--- src/hdl/ehp_pkg.sv ---
// Shared types and constants for the EBML element header parser.
// Used by ehp_vint_dec, ehp_result_stage and ebml_element_header_parser_core.
package ehp_pkg;

	// Longest variable-length integer accepted, in bytes (1 to 8)
	localparam int unsigned MAX_VINT_BYTES = 8;

	// Field widths
	localparam int unsigned BYTE_W   = 8;
	localparam int unsigned OFF_W    = 32;
	localparam int unsigned ID_W     = 64;
	localparam int unsigned SIZE_W   = 56;
	localparam int unsigned HLEN_W   = 5;
	localparam int unsigned CNT_W    = 3;

	// Stream widths
	localparam int unsigned S_DATA_W = 40;
	localparam int unsigned M_DATA_W = 216;
	localparam int unsigned M_USER_W = 3;

	// Bit positions in the result tuser
	localparam int unsigned U_UNKNOWN  = 0;
	localparam int unsigned U_OVERFLOW = 1;
	localparam int unsigned U_BAD      = 2;

	// Decoder to result stage: what one item leaves for the output register
	typedef struct packed {
		logic                    emit;
		logic                    bad;
		logic [ID_W-1:0]         id;
		logic [SIZE_W-1:0]       size;
		logic [OFF_W-1:0]        pay_off;
		logic [HLEN_W-1:0]       hdr_len;
	} ehp_res_t;

endpackage

--- src/hdl/ehp_vint_dec.sv ---
// Byte-wise vint decoder for the EBML element header parser: ID, then size.
// Holds the header state; depends on ehp_pkg.
module ehp_vint_dec (
	input  logic                         clk,
	input  logic                         arst_n,
	input  logic                         fire,
	input  logic [ehp_pkg::BYTE_W-1:0]   data_byte,
	input  logic                         element_start,
	input  logic [ehp_pkg::OFF_W-1:0]    start_offset,
	output ehp_pkg::ehp_res_t            res
);

	logic                          in_size_q;
	logic [ehp_pkg::CNT_W-1:0]     bif_q;
	logic [ehp_pkg::HLEN_W-1:0]    hl_q;
	logic [ehp_pkg::OFF_W-1:0]     held_start_q;
	logic [ehp_pkg::ID_W-1:0]      acc_q;
	logic [ehp_pkg::ID_W-1:0]      held_id_q;

	logic                          eff_in_size;
	logic [ehp_pkg::CNT_W-1:0]     eff_bif;
	logic [ehp_pkg::HLEN_W-1:0]    eff_hl;
	logic [ehp_pkg::OFF_W-1:0]     eff_start;
	logic [ehp_pkg::HLEN_W-1:0]    hl_new;
	logic [ehp_pkg::CNT_W-1:0]     lz;
	logic                          first;
	logic                          bad;
	logic [ehp_pkg::BYTE_W-1:0]    marker;
	logic [ehp_pkg::BYTE_W-1:0]    lead_byte;
	logic [ehp_pkg::ID_W-1:0]      acc_n;
	logic [ehp_pkg::CNT_W-1:0]     bif_n;
	logic                          done;
	logic                          size_done;
	logic [ehp_pkg::OFF_W-1:0]     pay_off;

	// Next-state and result logic for one byte
	always_comb begin
		// element_start drops any partial header
		eff_in_size = in_size_q & ~element_start;
		eff_bif     = element_start ? '0 : bif_q;
		eff_hl      = element_start ? '0 : hl_q;
		eff_start   = element_start ? start_offset : held_start_q;
		hl_new      = eff_hl + 5'd1;

		// leading zero count of the byte (highest set bit wins)
		lz = '0;
		for (int i = 0; i < 8; i++) begin
			if (data_byte[i]) begin
				lz = 3'(7 - i);
			end
		end

		first  = (eff_bif == '0);
		bad    = first && ((data_byte == 8'h00) ||
			({1'b0, lz} >= 4'(ehp_pkg::MAX_VINT_BYTES)));
		marker = 8'h80 >> lz;
		lead_byte = eff_in_size ? (data_byte & ~marker) : data_byte;

		if (first) begin
			acc_n = {56'd0, lead_byte};
			bif_n = lz;
		end else begin
			acc_n = {acc_q[55:0], data_byte};
			bif_n = eff_bif - 3'd1;
		end

		done      = !bad && (bif_n == '0);
		size_done = done && eff_in_size;
		pay_off   = eff_start + {27'd0, hl_new};

		res.emit    = bad || size_done;
		res.bad     = bad;
		res.id      = held_id_q;
		res.size    = acc_n[ehp_pkg::SIZE_W-1:0];
		res.pay_off = pay_off;
		res.hdr_len = hl_new;
	end

	// Control state
	always_ff @(posedge clk or negedge arst_n) begin
		if (!arst_n) begin
			in_size_q    <= 1'b0;
			bif_q        <= '0;
			hl_q         <= '0;
			held_start_q <= '0;
		end else if (fire) begin
			priority if (bad || size_done) begin
				// header finished or broken: next bytes start a new ID
				in_size_q    <= 1'b0;
				bif_q        <= '0;
				hl_q         <= '0;
				held_start_q <= pay_off;
			end else if (done) begin
				// ID complete, size field follows
				in_size_q    <= 1'b1;
				bif_q        <= '0;
				hl_q         <= hl_new;
				held_start_q <= eff_start;
			end else begin
				in_size_q    <= eff_in_size;
				bif_q        <= bif_n;
				hl_q         <= hl_new;
				held_start_q <= eff_start;
			end
		end
	end

	// Accumulator and held ID
	always_ff @(posedge clk) begin
		if (fire) begin
			acc_q <= acc_n;
			if (done && !eff_in_size) begin
				held_id_q <= acc_n;
			end
		end
	end

endmodule

--- src/hdl/ehp_result_stage.sv ---
// Result arithmetic and output register of the EBML element header parser.
// Depends on ehp_pkg.
module ehp_result_stage (
	input  logic                            clk,
	input  logic                            arst_n,
	input  logic                            load,
	input  ehp_pkg::ehp_res_t               res,
	input  logic                            m_axis_tready,
	output logic                            m_axis_tvalid,
	output logic [ehp_pkg::M_DATA_W-1:0]    m_axis_tdata,
	output logic [ehp_pkg::M_USER_W-1:0]    m_axis_tuser
);

	logic                            valid_s2;
	logic [ehp_pkg::M_DATA_W-1:0]    data_s2;
	logic [ehp_pkg::M_USER_W-1:0]    user_s2;

	logic                            unknown;
	logic [ehp_pkg::OFF_W-1:0]       whole;
	logic [ehp_pkg::OFF_W:0]         fin_sum;
	logic                            overflow;
	logic [ehp_pkg::M_DATA_W-1:0]    data_n;
	logic [ehp_pkg::M_USER_W-1:0]    user_n;

	// Sizes and offsets of a finished header
	always_comb begin
		unknown  = (res.size == {ehp_pkg::SIZE_W{1'b1}});
		whole    = {27'd0, res.hdr_len} + res.size[31:0];
		fin_sum  = {1'b0, res.pay_off} + {1'b0, res.size[31:0]};
		overflow = (|res.size[55:32]) | fin_sum[32];

		if (res.bad) begin
			data_n = '0;
			user_n = '0;
			user_n[ehp_pkg::U_BAD] = 1'b1;
		end else if (unknown) begin
			data_n = {32'hFFFF_FFFF, 32'hFFFF_FFFF, res.pay_off, res.size, res.id};
			user_n = '0;
			user_n[ehp_pkg::U_UNKNOWN] = 1'b1;
		end else begin
			data_n = {fin_sum[31:0], whole, res.pay_off, res.size, res.id};
			user_n = '0;
			user_n[ehp_pkg::U_OVERFLOW] = overflow;
		end
	end

	// Output valid
	always_ff @(posedge clk or negedge arst_n) begin
		if (!arst_n) begin
			valid_s2 <= 1'b0;
		end else if (load && res.emit) begin
			valid_s2 <= 1'b1;
		end else if (m_axis_tready) begin
			valid_s2 <= 1'b0;
		end
	end

	// Output payload
	always_ff @(posedge clk) begin
		if (load && res.emit) begin
			data_s2 <= data_n;
			user_s2 <= user_n;
		end
	end

	assign m_axis_tvalid = valid_s2;
	assign m_axis_tdata  = data_s2;
	assign m_axis_tuser  = user_s2;

endmodule

--- src/hdl/ebml_element_header_parser_core.sv ---
// Top level of the EBML element header parser: input register, decoder, result stage.
// Depends on ehp_pkg, ehp_vint_dec and ehp_result_stage.
//
// Usage:
//   Header bytes enter on the s_axis channel, one item per byte. tuser set
//   marks the first byte of a new element and loads its buffer offset from
//   tdata; without it a header continues, or a new one begins at the previous
//   payload offset (child element). The element ID is decoded with its length
//   marker kept, then the data size with the marker removed.
//   One result leaves on m_axis after the last size byte, or at once for a
//   leading zero byte (bad marker flag, all other fields zero).
//   A result passes through the input register and then the output register;
//   the output register loads when the input register advances, which waits
//   while a held result is stalled.
//   Throughput: one byte per cycle while the output register has room, set by
//   the single decode step between the input register and the output register.
//   Reset clears the header state and the held start offset to zero and
//   empties both registers. When the receiver stalls with a result held, the
//   input register still takes one more byte; that byte, whether or not it
//   causes a result, waits in the input register until the held one is taken.
module ebml_element_header_parser_core (
	input  logic                            clk,
	input  logic                            arst_n,
	input  logic                            s_axis_tvalid,
	output logic                            s_axis_tready,
	// [7:0] data_byte, [39:8] start_offset
	input  logic [ehp_pkg::S_DATA_W-1:0]    s_axis_tdata,
	// [0] element_start
	input  logic                            s_axis_tuser,
	output logic                            m_axis_tvalid,
	input  logic                            m_axis_tready,
	// [63:0] element_id, [119:64] payload_size, [151:120] payload_offset,
	// [183:152] whole_size, [215:184] finish_offset
	output logic [ehp_pkg::M_DATA_W-1:0]    m_axis_tdata,
	// [0] size_unknown, [1] size_overflow, [2] bad_marker
	output logic [ehp_pkg::M_USER_W-1:0]    m_axis_tuser
);

	logic                          valid_s1;
	logic [ehp_pkg::BYTE_W-1:0]    byte_s1;
	logic                          start_s1;
	logic [ehp_pkg::OFF_W-1:0]     offset_s1;
	logic                          adv;
	logic                          fire;
	logic                          in_acc;
	ehp_pkg::ehp_res_t             res;

	// Input register advances whenever the output register has room
	assign adv           = !m_axis_tvalid || m_axis_tready;
	assign fire          = valid_s1 && adv;
	assign s_axis_tready = !valid_s1 || adv;
	assign in_acc        = s_axis_tvalid && s_axis_tready;

	always_ff @(posedge clk or negedge arst_n) begin
		if (!arst_n) begin
			valid_s1 <= 1'b0;
		end else if (in_acc) begin
			valid_s1 <= 1'b1;
		end else if (fire) begin
			valid_s1 <= 1'b0;
		end
	end

	always_ff @(posedge clk) begin
		if (in_acc) begin
			byte_s1   <= s_axis_tdata[7:0];
			offset_s1 <= s_axis_tdata[39:8];
			start_s1  <= s_axis_tuser;
		end
	end

	ehp_vint_dec u_dec (
		.clk           (clk),
		.arst_n        (arst_n),
		.fire          (fire),
		.data_byte     (byte_s1),
		.element_start (start_s1),
		.start_offset  (offset_s1),
		.res           (res)
	);

	ehp_result_stage u_res (
		.clk           (clk),
		.arst_n        (arst_n),
		.load          (fire),
		.res           (res),
		.m_axis_tready (m_axis_tready),
		.m_axis_tvalid (m_axis_tvalid),
		.m_axis_tdata  (m_axis_tdata),
		.m_axis_tuser  (m_axis_tuser)
	);

	// A bad-marker result carries nothing but its flag
	a_bad_clean: assert property (@(posedge clk) disable iff (!arst_n)
		m_axis_tvalid && m_axis_tuser[ehp_pkg::U_BAD] |->
			(m_axis_tdata == '0) && !m_axis_tuser[ehp_pkg::U_UNKNOWN] &&
			!m_axis_tuser[ehp_pkg::U_OVERFLOW])
		else $error("bad marker result with nonzero fields");

	// Unknown size never flags overflow and reports all-ones sizes
	a_unknown: assert property (@(posedge clk) disable iff (!arst_n)
		m_axis_tvalid && m_axis_tuser[ehp_pkg::U_UNKNOWN] |->
			!m_axis_tuser[ehp_pkg::U_OVERFLOW] &&
			(m_axis_tdata[215:152] == {64{1'b1}}))
		else $error("unknown size result inconsistent");

	// Input stalls only when a byte waits behind a stalled result
	a_stall: assert property (@(posedge clk) disable iff (!arst_n)
		!s_axis_tready |-> valid_s1 && m_axis_tvalid && !m_axis_tready)
		else $error("input stalled without a held result");

	// A held result that is not taken stays valid
	a_hold: assert property (@(posedge clk) disable iff (!arst_n)
		m_axis_tvalid && !m_axis_tready |=> m_axis_tvalid)
		else $error("result dropped while stalled");

endmodule
--- config.mk ---
export PLATFORM = sky130hd
export DESIGN_NAME = ebml_element_header_parser_core
export DESIGN_NICKNAME = d
export VERILOG_FILES = /design/src/hdl/ehp_pkg.sv /design/src/hdl/ehp_vint_dec.sv /design/src/hdl/ehp_result_stage.sv /design/src/hdl/ebml_element_header_parser_core.sv
export SDC_FILE = /design/constraint.sdc
export NUM_CORES = 1
export LEC_CHECK = 0
export BUFFER_PORTS_ARGS = -buffer_cell sky130_fd_sc_hd__buf_2
export CAP_MARGIN = 10
export CORE_ASPECT_RATIO = 1.5
export CORE_UTILIZATION = 60
export CTS_CLUSTER_SIZE = 16
export DETAILED_ROUTE_END_ITERATION = 10
export PLACE_DENSITY = 0.94
export RECOVER_POWER = 100
export SYNTH_ARGS = -nofsm -noshare
export SYNTH_HDL_FRONTEND = slang
export SYNTH_SLANG_ARGS = --single-unit
export TNS_END_PERCENT = 30
--- constraint.sdc ---
create_clock -name clk -period 11.6 [get_ports clk]
set_clock_uncertainty 0.15 [all_clocks]
set_input_delay 0.58 -clock clk [delete_from_list [all_inputs] [get_ports clk]]
set_output_delay 0.58 -clock clk [all_outputs]
set_load 0.02 [all_outputs]
# Word level (Yosys, flattened, before mapping)
# Index checks and enable logic that the tools add are counted.
# W data, S select, Z words.
dict set report word_totals {
  reg_bits 423
  inputBits 45
  out_inout_bits 221
  wordCells 74
}
dict set report op_classes {
  add_sub_neg 5
  eq_ne 1
  n_shift 1
  mux 26
  bitwise 5
  reduce_logical 22
}
# cell count
set op_table {}
lappend op_table {{$mux W216} 1}
lappend op_table {{$mux W32} 2}
lappend op_table {{$mux W64} 1}
lappend op_table {{$eq A56 B56 Y1 const B} 1}
lappend op_table {{$mux W3} 12}
lappend op_table {{$add A32 B32 Y33} 1}
lappend op_table {{$add A32 B5 Y32} 1}
lappend op_table {{$add A5 B32 Y32} 1}
lappend op_table {{$reduce_or A24 Y1} 1}
lappend op_table {{$mux W5} 2}
lappend op_table {{$and A8 B8 Y8} 1}
lappend op_table {{$logic_not A8 Y1} 1}
lappend op_table {{$mux W8} 1}
lappend op_table {{$not A8 Y8} 1}
lappend op_table {{$shr A8 B3 Y8 const A} 1}
lappend op_table {{$logic_and A1 B1 Y1} 7}
lappend op_table {{$mux W1} 7}
lappend op_table {{$logic_not A3 Y1} 2}
lappend op_table {{$add A5 B1 Y5 const B} 1}
lappend op_table {{$logic_not A1 Y1} 4}
lappend op_table {{$reduce_bool A2 Y1} 2}
lappend op_table {{$logic_or A1 B1 Y1} 3}
lappend op_table {{$sub A3 B1 Y3 const B} 1}
lappend op_table {{$reduce_and A2 Y1} 1}
lappend op_table {{other kinds (4)} 4}

# Logic depth before layout (Yosys ltp)
dict set report depth {
  ltp_word 15
  ltp_mapped 35
}

# Cells and area by module
# Synthesis repeated with hierarchy kept, for this count alone.
dict set report unflattened {
  hier_cells 1641
  area_unflattened_um2 20310.7
}
# module instances cells_per_inst area_each_um2 seq_area_each_um2
set by_module_without_submodules {}
lappend by_module_without_submodules {ehp_result_stage 1 889 10851.7 6601.3}
lappend by_module_without_submodules {ehp_vint_dec 1 705 8156.6 4629.4}
lappend by_module_without_submodules {ebml_element_header_parser_core 1 47 1302.5 1256.2}

# Least setup slack after synthesis
# OpenSTA, ideal clock, no wires.
dict set report synth_path {
  path_type {reg2reg}
  startpoint {register start_s1}
  endpoint {register u_dec.held_start_q[27] in the netlist's numbering}
  t_arrival_ns 6.810
  path_slack_ns 4.299
  path_stages_with_launch 14
  path_cell_list {edfxtp_1 > buf_6 > buf_12 > clkinv_1 > nand2_1 > ha_1 > ha_1 > clkbuf_1 > clkbuf_1 > nand4_1 > nand2_1 > nand2_1 > inv_1 > a21oi_1}
}
dict set report synth_via {
  elab_chain_cells 8
}
# item line
set synth_lines {}
lappend synth_lines {{from (decl)} ebml_element_header_parser_core.sv:41} ;# logic start_s1;
lappend synth_lines {{from (signal assigned)} ebml_element_header_parser_core.sv:68} ;# start_s1 <= s_axis_tuser;
lappend synth_lines {{parallel branches: the longest is 7 deep, another holds $add A32 B5 Y32} n/a}
lappend synth_lines {{$mux W32 (*)} ehp_vint_dec.sv:87} ;# priority if (bad || size_done) begin
lappend synth_lines {{to (signal assigned)} ehp_vint_dec.sv:92} ;# held_start_q <= pay_off;
lappend synth_lines {{to (signal assigned)} ehp_vint_dec.sv:98} ;# held_start_q <= eff_start;
lappend synth_lines {{to (signal assigned)} ehp_vint_dec.sv:103} ;# held_start_q <= eff_start;
lappend synth_lines {{to (decl)} ehp_vint_dec.sv:16} ;# logic [ehp_pkg::OFF_W-1:0] held_start_q;
# Every way passes the cells marked *.
# A chain may end at the register's enable or synchronous reset.

# Final worst setup path
dict set report layout_path {
  startpoint {register start_s1}
  endpoint {register u_res.data_s2, in the netlist u_res.m_axis_tdata[10], enable pin}
}
dict set report layout_via {
  elab_chain_cells 8
}
# item line
set layout_lines {}
lappend layout_lines {{$mux W3} ehp_vint_dec.sv:40} ;# eff_bif = element_start ? '0 : bif_q;
lappend layout_lines {{$sub A3 B1 Y3 or $logic_not A3 Y1 (tied branches)} {ehp_vint_dec.sv:64, ehp_vint_dec.sv:53}}
lappend layout_lines {{$mux W3 or $logic_and A1 B1 Y1 (tied branches)} {ehp_vint_dec.sv:59, ehp_vint_dec.sv:54}}
lappend layout_lines {{$logic_not A3 Y1 or $logic_not A1 Y1 (tied branches)} ehp_vint_dec.sv:67} ;# done = !bad && (bif_n == '0);
lappend layout_lines {{$logic_and A1 B1 Y1} ehp_vint_dec.sv:67}
lappend layout_lines {{$logic_and A1 B1 Y1} ehp_vint_dec.sv:68} ;# size_done = done && eff_in_size;
lappend layout_lines {{$logic_or A1 B1 Y1 (*)} ehp_vint_dec.sv:71} ;# res.emit = bad || size_done;
lappend layout_lines {{$logic_and A1 B1 Y1 (*)} ehp_result_stage.sv:60} ;# if (load && res.emit) begin
lappend layout_lines {{to (signal assigned)} ehp_result_stage.sv:61} ;# data_s2 <= data_n;
lappend layout_lines {{to (decl)} ehp_result_stage.sv:15} ;# logic [ehp_pkg::M_DATA_W-1:0] data_s2;
# Every way passes the cells marked *; elsewhere a longest branch is shown, timed or not.

==> metrics.txt <==
Worst-path clk slew=around 70 ps; status=complete, but fails checks; initial antenna violation count=0; initial core utilization=61.4%; ys async rst share=10.2%; pin count of the biggest net entering global routing=around 100; post-synthesis compound-gate area fraction=8.14%; Slew Limit Fails=just over 600; Post-DP HPWL=approximately 33,000 µm; first-pass GRT wire length=72,600 µm; Critical Path, Cell by Cell=clkinv_1, nand2_1, ha_1, ha_1, clkbuf_1, nor3_1, a21o_1, nand2_1, nand2_1, nand2_1, inv_8, clkbuf_1; first drt pass iteration count=6; Critical R2R Launch=start_s1; worst hold path class=in2reg; simple-gate share of the synthesized area=roughly 15%; clock buffer depth=3; cell taking the most area after synthesis=edfxtp_1; worst slew pin tran=~4100 ps; Critical Path End Type=register; via count=~13,000; final hold vios=0; H-tree Lvls=2; # Post-CTS Setup Buffers=0; top area cells in the synthesized netlist=edfxtp_1 (60%), dfrtp_1 (5.6%), nor2b_1 (3.5%), and2_1 (3.3%), ha_1 (2.7%); CP Class=reg2reg; period utilization=roughly three quarters; Cell Area, Synth=about 19,000 µm²; GRT overflow=0; number of gates resized after cts=0; minimum clock period=8750 ps; Mapped Nets=between 1,500 and 2,000; Rel. slew slack=-171%; Total Wirelength=about 48,000 µm; Synth Register Bits=around 420; adder-cell share of the synthesized area=about 3.2%; Worst path max stage delay=around 2500 ps; fin util=a little over two thirds; final setup vio count=0; DR iter-0 viols=approximately 1,100; ant diodes=0; combinational family with the most area after synthesis=simple AND/OR/NAND/NOR gates; unrepaired setup endpoints after global routing=no; post-synthesis mux area share=under 10%; P_leak=between 7 and 8 nW; failing checks=capacitance limit, slew limit; wire per inst=~22 µm; core footprint=roughly 31,000 µm²; vias in the first global route=around 13,000; share of cells above drive strength 1=under 10%; DRC Markers=0; CTS Buf Count=38; nets=approximately 1,900; TritonCTS Sinks=roughly 420; CTS tree=done; die area=about 33,000 µm²; Slowest-stage cell, CP=clkbuf_1; IO Count=~270; Hold Startpoint=s_axis_tdata[13]; Final TNS setup=0 ps; vias per inst=roughly 6; Die Height=about 220 µm; crit start category=register; FP Rows=around 80; power density cells=between 200 and 250 nW/µm²; Required @ worst endpoint=11,240 ps; Top cell by count, worst path=nand2_1; IO buf count=between 200 and 300; Post-synth top cells=edfxtp_1 (380), nand2_1 (114), nor2b_1 (107), and2_1 (100), a21oi_1 (86); Main synth FF type=edfxtp_1; number of flops mapped to enable cells by yosys=between 300 and 400; cell with the most instances after synthesis=edfxtp_1; clock latency on the worst-skew pair=around 550 ps; GR Util All Layers=a little under 30%; Fmax=between 100 and 150 MHz; Worst Path Arrival=8390 ps; worst vdd ir=roughly 150 µV; synthesized area per cell=~13 µm²; routability congestion estimate=~0.94; area fraction of the dominant cell type after synthesis=59.5%; CP max FO=100; Routed Antenna Nets=0; Post-CTS Hold Fix Bufs=1; Cells after Synth=~1,500; XOR/XNOR share of the synthesized area=under 10%; Max-cap violations=10; Seq/Total Area, Yosys=roughly 65%; Clock Tree Root=clkbuf_16; Warnings, synthesis=0; Yosys cell types=75; CP startpoint=start_s1; die width=around 150 µm; Layout area overhead=13.8%
[per-layer routing]
layer  global-route usage, %  vias up  routed length, µm
met1                    32.8     6320              16200
met3                    3.94      215               3780
met5                       0        -                  0
li1                        -     5967                  -
met2                    52.6      815              25000
met4                    18.9        0               3490
[worst paths after layout]
| path | end | cells past startpoint | slack (ps) |
|---|---|---|---|
| worst max-delay path | u_res.m_axis_tdata[10] | 12 | 2850 |
| worst min-delay path | offset_s1[5] | 1 | 50 |
| worst max register to register | u_res.m_axis_tdata[10] | 12 | 2850 |
| worst min register to register | u_dec.held_start_q[15] | 2 | 330 |
| max in group asynchronous | u_dec.held_start_q[20] | 3 | 8500 |
| min in group asynchronous | u_dec.held_start_q[31] | 3 | 1320 |
[cells in the final DEF, fill, tap and decap left out, types with 9 or more instances in the layout]
master       n
nand2b_1    11
nand4_1     15
mux2i_1     27
inv_1       41
dfrtp_1     43
xor2_1      49
a21oi_1     87
and3_1      12
and2_1      31
o21ai_0     64
o31ai_1      9
nor2_1      67
nand2_1    114
buf_2       43
xnor2_1     54
clkbuf_1   250
ha_1        42
nor3_1      21
edfxtp_1   380
clkbuf_16   38
nor2b_1    107
and2_0      69
nand3_1     34
nor4_1      17
o21bai_1    10
o22ai_1     13
a21o_1      16
[sequential cells by signal, summed over array words and instances, names as in the netlist, 3 cells and up]
name,count
u_dec.held_start_q,32
u_dec.held_id_q,64
u_dec.bif_q,3
u_dec.acc_q,56
offset_s1,32
u_res.m_axis_tdata,216
byte_s1,8
u_dec.hl_q,5
u_res.m_axis_tuser,3
[worst max-delay path, delay by kind of cell (launching register included)]
family          cells  cell delay [ps]
simple gates        5             1300
buf+inv             4             4530
fa+ha+maj           2             1110
flops               1              400
compound gates      1              370
[stage by stage]
| stage | hold slack, ps | total power, mW | cell area (µm²) | cells | setup slack (ps) |
|---|---|---|---|---|---|
| after floorplan | 134 | 2.83 | 19200 | 1495 | 4300 |
| after global placement | 313 | 3.13 | 21000 | 2130 | 5170 |
| after detailed placement | 321 | 3.18 | 21000 | 2130 | 4780 |
| after CTS | 32.2 | 4.44 | 22200 | 2200 | 4670 |
| after global routing | 40.6 | 4.60 | 21800 | 2200 | 2300 |
| final | 51.2 | 4.43 | 21800 | 2200 | 2850 |
[report_power, final]
group | internal (mW) | leakage [nW] | total [mW] | switching [mW]
clock | 0.710 | 0.608 | 1.26 | 0.546
sequential | 1.94 | 4.06 | 2.04 | 0.0946
combinational | 0.394 | 3.16 | 1.14 | 0.741
[logic make-up after synthesis]
logic type,Yosys count
flops,423
xor+xnor,103
simple gates,538
buf+inv,103
mux,29
fa+ha+maj,47
compound gates,252
[area by class of cell]
class                           instances  area (µm²)
Inverter                               44         173
Timing Repair Buffer                  290        1160
Clock buffer                           46        1000
Clock inverter                         23         233
Tap cell                              405         507
Fill cell                            2216        9410
Sequential cell                       423       12500
Multi-Input combinational cell        969        6270
Power figures use the tool's default switching activity.
